File: src/eulr_pkg.sv
// Shared widths, types, sine table and arithmetic helpers for the Euler XYZ
// point rotator. No dependencies.
package eulr_pkg;

    localparam int COORD_WIDTH    = 24;
    localparam int TRIG_FRAC_BITS = 14;
    localparam int TRIG_WIDTH     = TRIG_FRAC_BITS + 2;
    localparam int PROD_WIDTH     = COORD_WIDTH + TRIG_WIDTH;
    localparam int SUM_WIDTH      = PROD_WIDTH + 1;
    localparam int ANGLE_WIDTH    = 9;
    localparam int CFG_IDX_WIDTH  = 2;

    localparam int DEG_PER_TURN   = 360;
    localparam int QUARTER_DEG    = 90;
    localparam int HALF_DEG       = 180;
    localparam int THREE_Q_DEG    = 270;
    localparam int QTR_IDX_WIDTH  = $clog2(QUARTER_DEG + 1);

    // Register indexes of the configuration port
    localparam logic [CFG_IDX_WIDTH-1:0] CFG_ANGLE_X = CFG_IDX_WIDTH'(0);
    localparam logic [CFG_IDX_WIDTH-1:0] CFG_ANGLE_Y = CFG_IDX_WIDTH'(1);
    localparam logic [CFG_IDX_WIDTH-1:0] CFG_ANGLE_Z = CFG_IDX_WIDTH'(2);

    typedef logic signed [COORD_WIDTH-1:0] t_coord;
    typedef logic signed [TRIG_WIDTH-1:0]  t_trig;
    typedef logic signed [PROD_WIDTH-1:0]  t_prod;
    typedef logic signed [SUM_WIDTH-1:0]   t_sum;
    typedef logic [ANGLE_WIDTH-1:0]        t_angle;
    typedef logic [CFG_IDX_WIDTH-1:0]      t_cfg_idx;
    typedef logic [TRIG_FRAC_BITS:0]       t_qsin;
    typedef logic [QUARTER_DEG:0][TRIG_FRAC_BITS:0] t_sin_rom;

    typedef struct packed {
        t_trig sin_v;
        t_trig cos_v;
    } t_trig_pair;

    localparam t_trig  TRIG_ONE  = t_trig'(TRIG_WIDTH'(1) << TRIG_FRAC_BITS);
    localparam t_trig  TRIG_ZERO = t_trig'(0);
    localparam t_coord COORD_MAX = {1'b0, {(COORD_WIDTH-1){1'b1}}};
    localparam t_coord COORD_MIN = {1'b1, {(COORD_WIDTH-1){1'b0}}};
    localparam logic [63:0] PI_Q30 = 64'd3373259426;

    // Sine of 0..90 degrees: Q30 Taylor series, rounded half up to the table format
    function automatic logic [63:0] quarter_sine(input int unsigned deg);
        logic [63:0] x;
        logic [63:0] x2;
        logic [63:0] term;
        logic [63:0] acc;
        x    = (64'(deg) * PI_Q30 + 64'd90) / 64'd180;
        x2   = (x * x) >> 30;
        term = x;
        acc  = x;
        term = ((term * x2) >> 30) / 64'd6;   acc = acc - term;
        term = ((term * x2) >> 30) / 64'd20;  acc = acc + term;
        term = ((term * x2) >> 30) / 64'd42;  acc = acc - term;
        term = ((term * x2) >> 30) / 64'd72;  acc = acc + term;
        term = ((term * x2) >> 30) / 64'd110; acc = acc - term;
        term = ((term * x2) >> 30) / 64'd156; acc = acc + term;
        term = ((term * x2) >> 30) / 64'd210; acc = acc - term;
        term = ((term * x2) >> 30) / 64'd272; acc = acc + term;
        return (acc + (64'd1 << (29 - TRIG_FRAC_BITS))) >> (30 - TRIG_FRAC_BITS);
    endfunction

    function automatic t_sin_rom build_sin_rom();
        t_sin_rom rom;
        for (int d = 0; d <= QUARTER_DEG; d++) begin
            rom[d] = t_qsin'(quarter_sine(d));
        end
        return rom;
    endfunction

    localparam t_sin_rom SIN_ROM = build_sin_rom();

    // Fold an angle of 360..511 back into one turn
    function automatic t_angle angle_reduce(input t_angle a);
        return (a >= ANGLE_WIDTH'(DEG_PER_TURN)) ? t_angle'(a - ANGLE_WIDTH'(DEG_PER_TURN)) : a;
    endfunction

    // Signed sine of a reduced angle from the quarter-wave table
    function automatic t_trig sin_lookup(input t_angle a);
        t_angle folded;
        logic   neg;
        t_qsin  mag;
        if (a <= ANGLE_WIDTH'(QUARTER_DEG)) begin
            folded = a;
            neg    = 1'b0;
        end else if (a <= ANGLE_WIDTH'(HALF_DEG)) begin
            folded = t_angle'(ANGLE_WIDTH'(HALF_DEG) - a);
            neg    = 1'b0;
        end else if (a <= ANGLE_WIDTH'(THREE_Q_DEG)) begin
            folded = t_angle'(a - ANGLE_WIDTH'(HALF_DEG));
            neg    = 1'b1;
        end else begin
            folded = t_angle'(ANGLE_WIDTH'(DEG_PER_TURN) - a);
            neg    = 1'b1;
        end
        mag = SIN_ROM[folded[QTR_IDX_WIDTH-1:0]];
        return neg ? -t_trig'({1'b0, mag}) : t_trig'({1'b0, mag});
    endfunction

    // Round half up to coordinate format and clamp to the coordinate range
    function automatic t_coord round_sat(input t_sum s);
        t_sum v;
        t_sum q;
        v = s + t_sum'(SUM_WIDTH'(1) << (TRIG_FRAC_BITS - 1));
        q = v >>> TRIG_FRAC_BITS;
        if (q > t_sum'(COORD_MAX)) begin
            return COORD_MAX;
        end else if (q < t_sum'(COORD_MIN)) begin
            return COORD_MIN;
        end
        return t_coord'(q);
    endfunction

endpackage

File: src/eulr_plane_rot.sv
// Two-stage plane rotation: a' = a c - b s, b' = a s + b c, third axis carried.
// Depends on eulr_pkg.
module eulr_plane_rot (
    input  logic                  i_clk,
    input  logic                  i_rst_n,
    input  eulr_pkg::t_trig_pair  i_trig,
    input  logic                  i_valid,
    output logic                  o_ready,
    input  eulr_pkg::t_coord      i_a,
    input  eulr_pkg::t_coord      i_b,
    input  eulr_pkg::t_coord      i_p,
    output logic                  o_valid,
    input  logic                  i_ready,
    output eulr_pkg::t_coord      o_a,
    output eulr_pkg::t_coord      o_b,
    output eulr_pkg::t_coord      o_p
);
    import eulr_pkg::*;

    logic   r_v1, r_v2;
    t_prod  r_p_ac, r_p_bs, r_p_as, r_p_bc;
    t_coord r_p1;
    t_coord r_a2, r_b2, r_p2;
    logic   adv1, adv2;

    // Each stage moves when it is empty or its successor moves
    assign adv2    = !r_v2 || i_ready;
    assign adv1    = !r_v1 || adv2;
    assign o_ready = adv1;

    // Product stage
    always_ff @(posedge i_clk) begin
        if (!i_rst_n) begin
            r_v1 <= 1'b0;
        end else if (adv1) begin
            r_v1 <= i_valid;
        end
    end

    always_ff @(posedge i_clk) begin
        if (adv1) begin
            r_p_ac <= t_prod'(i_a) * t_prod'(i_trig.cos_v);
            r_p_bs <= t_prod'(i_b) * t_prod'(i_trig.sin_v);
            r_p_as <= t_prod'(i_a) * t_prod'(i_trig.sin_v);
            r_p_bc <= t_prod'(i_b) * t_prod'(i_trig.cos_v);
            r_p1   <= i_p;
        end
    end

    // Sum, round and saturate stage
    always_ff @(posedge i_clk) begin
        if (!i_rst_n) begin
            r_v2 <= 1'b0;
        end else if (adv2) begin
            r_v2 <= r_v1;
        end
    end

    always_ff @(posedge i_clk) begin
        if (adv2) begin
            r_a2 <= round_sat(t_sum'(r_p_ac) - t_sum'(r_p_bs));
            r_b2 <= round_sat(t_sum'(r_p_as) + t_sum'(r_p_bc));
            r_p2 <= r_p1;
        end
    end

    assign o_valid = r_v2;
    assign o_a     = r_a2;
    assign o_b     = r_b2;
    assign o_p     = r_p2;

endmodule

File: config.mk
export PLATFORM = sky130hd
export DESIGN_NAME = eulr_plane_rot
export DESIGN_NICKNAME = d
export VERILOG_FILES = /design/src/eulr_pkg.sv /design/src/eulr_plane_rot.sv
export SDC_FILE = /design/constraint.sdc
export NUM_CORES = 2
export LEC_CHECK = 0
export BUFFER_PORTS_ARGS = -buffer_cell sky130_fd_sc_hd__buf_2
export CORE_AREA = 2 2 339 341
export DETAILED_ROUTE_END_ITERATION = 10
export DIE_AREA = 0 0 341 343
export PLACE_DENSITY = 0.87
export SLEW_MARGIN = 20
export SYNTH_ARGS = -nofsm -noshare
export SYNTH_HDL_FRONTEND = slang
export SYNTH_SLANG_ARGS = --single-unit
File: constraint.sdc
create_clock -name i_clk -period 6.1 [get_ports i_clk]
set_clock_uncertainty 0.05 [all_clocks]
set_input_delay 0.305 -clock i_clk [delete_from_list [all_inputs] [get_ports i_clk]]
set_output_delay 0.305 -clock i_clk [all_outputs]
set_load 0.05 [all_outputs]
==> summary.md <==
| Metric | Value |
|---|---|
| Synth-to-layout area growth | `18.5%` |
| Detailed Routing Iterations Pass 1 | `6` |
| # H-tree levels | `2` |
| Final HPWL DP | `159000 microns` |
| Total wire length | `204000 microns` |
| Vias | `between 50000 and 60000` |
| Area share of the leading cell type in the synthesized netlist | `roughly 44%` |
| Netlist cell types | `88` |
| Min-delay src | `i_ready` |
| # setup viols final | `8` |
| Number of global-route vias before repair | `slightly below 60000` |
| FF-to-FF Start | `r_p_as[17]$_DFFE_PP_` |
| RSZ-0062 raised after global routing | `true` |
| Syn Inst Count | `7159` |
| Die Y | `343 microns` |
| CP Data Required Time | `roughly 6.4 ns` |
| Max Clock Freq | `161 MHz` |
| Worst relative slew slack | `33.0%` |
| Fill cell count | `7626` |
| Die extent in x | `approximately 340 microns` |
| CP startpoint kind | `primary input` |
| Period utilization | `102%` |
| Post-synth top flop | `edfxtp_1` |
| PortBufs | `181` |
| Max-Cap Viols | `0` |
| FF+latch area | `7730 sq um` |
| Ys async rst share | `0%` |
| Synthesized flop and latch total | `258` |
| CTS tree | `built` |
| Synth top area cells | `fa_1, edfxtp_1, ha_1` |
| Initial antenna violation count | `11` |
| Final Hold Fails | `0` |
| Post-synthesis sequential area ratio | `roughly 11%` |
| 1st-iter DRT viols | `4686` |
| Most frequent cells in the layout | `inv_1, fa_1, nand2_1` |
| Largest net degree at the start of global routing | `114` |
| Post-synth EDFFs | `256` |
| First-pass GRT wire length | `305000 microns` |
| # nets final | `10147` |
| Num ports | `182` |
| Yosys warns | `0` |
| Placer Congestion | `0.959` |
| Post-route ant nets | `0` |
| Starting Density | `between 50% and 60%` |
| Worst Path Max Fanout | `8` |
| Commonest non-fill, non-tap cell in the layout | `inv_1` |
| Longest Clk Path Bufs | `3` |
| Clock Sinks | `258` |
| Synth area leader | `fa_1` |
| Setup TNS | `-0.466 ns` |
| Die Area | `roughly 120000 sq um` |
| Cell Area, Synth | `67700 sq um` |
| FP Rows | `124` |
| Gr usage total | `about a third` |
| Worst-path clk slew | `roughly 0.06 ns` |
| Slew Limit Fails | `0` |
| Root buffer cell | `clkbuf_16` |
| Worst Hold Class | `in2reg` |
| Critical path endpoint category | `flop` |
| Routed len/inst | `between 20 and 25 microns` |
| Status | `finished, violations left` |
| Syn Area/Cell | `9.46 sq um` |
| Share of cells above drive strength 1 | `between 10% and 20%` |
| Via density | `5.65` |
| Area occupied by multi-input gates | `~53000 sq um` |
| Arrival time worst endpoint | `6.49 ns` |
| Crit path launch | `i_b[15]` |
| Post-layout min period | `~6.2 ns` |
| Final WS setup | `-0.122 ns` |
| Remaining Overflow, GRT | `0` |
| Total CTS buffers | `34` |
| Tightest Pin Transition | `0.979 ns` |
| Syn_nets | `between 9000 and 10000` |
| DRC | `0` |
| Setup CP Type | `in2reg` |
| Core area | `113000 sq um` |
| Clk_lat worst skew | `approximately 0.61 ns` |
| Failing checks | `negative setup slack` |
==> worst max-delay path, stage by stage <==
cell	delay [ns]
buf_2	0.34
buf_12	0.19
nand2_1	0.11
fa_1	0.48
fa_2	0.62
fa_2	0.44
inv_1	0.23
fa_2	0.51
fa_1	0.49
inv_1	0.05
fa_1	0.48
inv_1	0.04
ha_1	0.18
a21o_1	0.18
a21o_1	0.18
a221o_1	0.34
nor2_2	0.16
o21ai_4	0.11
a2111oi_4	0.43
nor3_2	0.07
a2111o_1	0.31
a21oi_2	0.14
xnor2_1	0.07
==> sequential cells by signal, indices dropped and copies added (netlist names), 24 cells and up <==
name / flops
r_p_ac: 40
o_p: 24
o_a: 24
r_p1: 24
r_p_bc: 40
o_b: 24
r_p_as: 40
r_p_bs: 40
==> synth_stat cells (33+ instances only) <==
| library cell | count |
|---|---|
| inv_1 | 1797 |
| fa_1 | 1496 |
| nand2_1 | 931 |
| and2_1 | 607 |
| ha_1 | 546 |
| clkbuf_1 | 306 |
| edfxtp_1 | 256 |
| nor2_1 | 169 |
| a21oi_1 | 168 |
| xnor2_1 | 155 |
| a21o_1 | 125 |
| o21ai_0 | 74 |
| xor2_1 | 53 |
| nand2b_1 | 47 |
| nor3_1 | 39 |
| nand3_1 | 35 |
| and3_1 | 33 |
==> cells by family (layout without fill, tap and decap cells) <==
logic type,after synthesis,count (layout),share of synthesized area [%]
adders and majority gates,2042,2042,54.3
AOI/OAI and AO/OA,589,589,5.94
other,0,7,0
buffers and inverters,2117,2981,11.8
xor gates and xnor gates,208,208,2.69
DFF,258,258,11.4
and+or+nand+nor,1943,1943,13.8
muxes,2,2,0.0314
==> stage by stage <==
step	hold WS, ns	setup WS (ns)	std cells	area, sq um	util [%]
2_1_floorplan	0.350	-0.185	7159	68400	-
3_3_place_gp	0.351	-0.854	9356	76500	67.4
3_5_place_dp	0.355	-0.882	9356	76500	67.4
4_1_cts	0.0531	-0.0269	9446	78000	68.8
5_1_grt	0.0948	-0.271	9539	80200	70.7
6_report	0.106	-0.122	9542	80200	70.7
==> per-layer routing <==
metal  wire [microns]  GRT usage [%]  vias up
met2            94200           55.7     2951
met1            70200           40.3    27018
li1                 -              -    22998
met5               29              0        -
met3            20000           6.11      961
met4            20000           23.3        4
==> what timing repair did <==
item                                   4_1_cts  5_1_grt
cloned                                       0       20
pin swaps                                   10      139
hold buffers                                26        0
endpoints found under the hold margin       26        0
setup endpoints to repair                   29       55
buffers inserted                             2       70
resized for setup                           34      328
==> final timing paths <==
check	end	slack, ns	cells past startpoint
hold / removal	o_valid$_SDFFE_PN0P_	0.11	3
setup reg to reg	o_b[18]$_DFFE_PP_	1.70	12
setup / recovery	r_p_bs[39]$_DFFE_PP_	-0.12	23
hold reg to reg	o_p[0]$_DFFE_PP_	0.37	0
==> layout make-up <==
cell class	instances	area share, %
inverters	1798	8.41
well taps	1512	2.36
diodes	7	0.0218
clock inverters	24	0.334
repair buffers	1121	12.2
clock buffers	38	1.09
multi-input cells	4784	65.9
flip-flops and latches	258	9.63
Power is not shown: default switching activity piles up to over one toggle a cycle in this logic, so the estimate is an artifact.
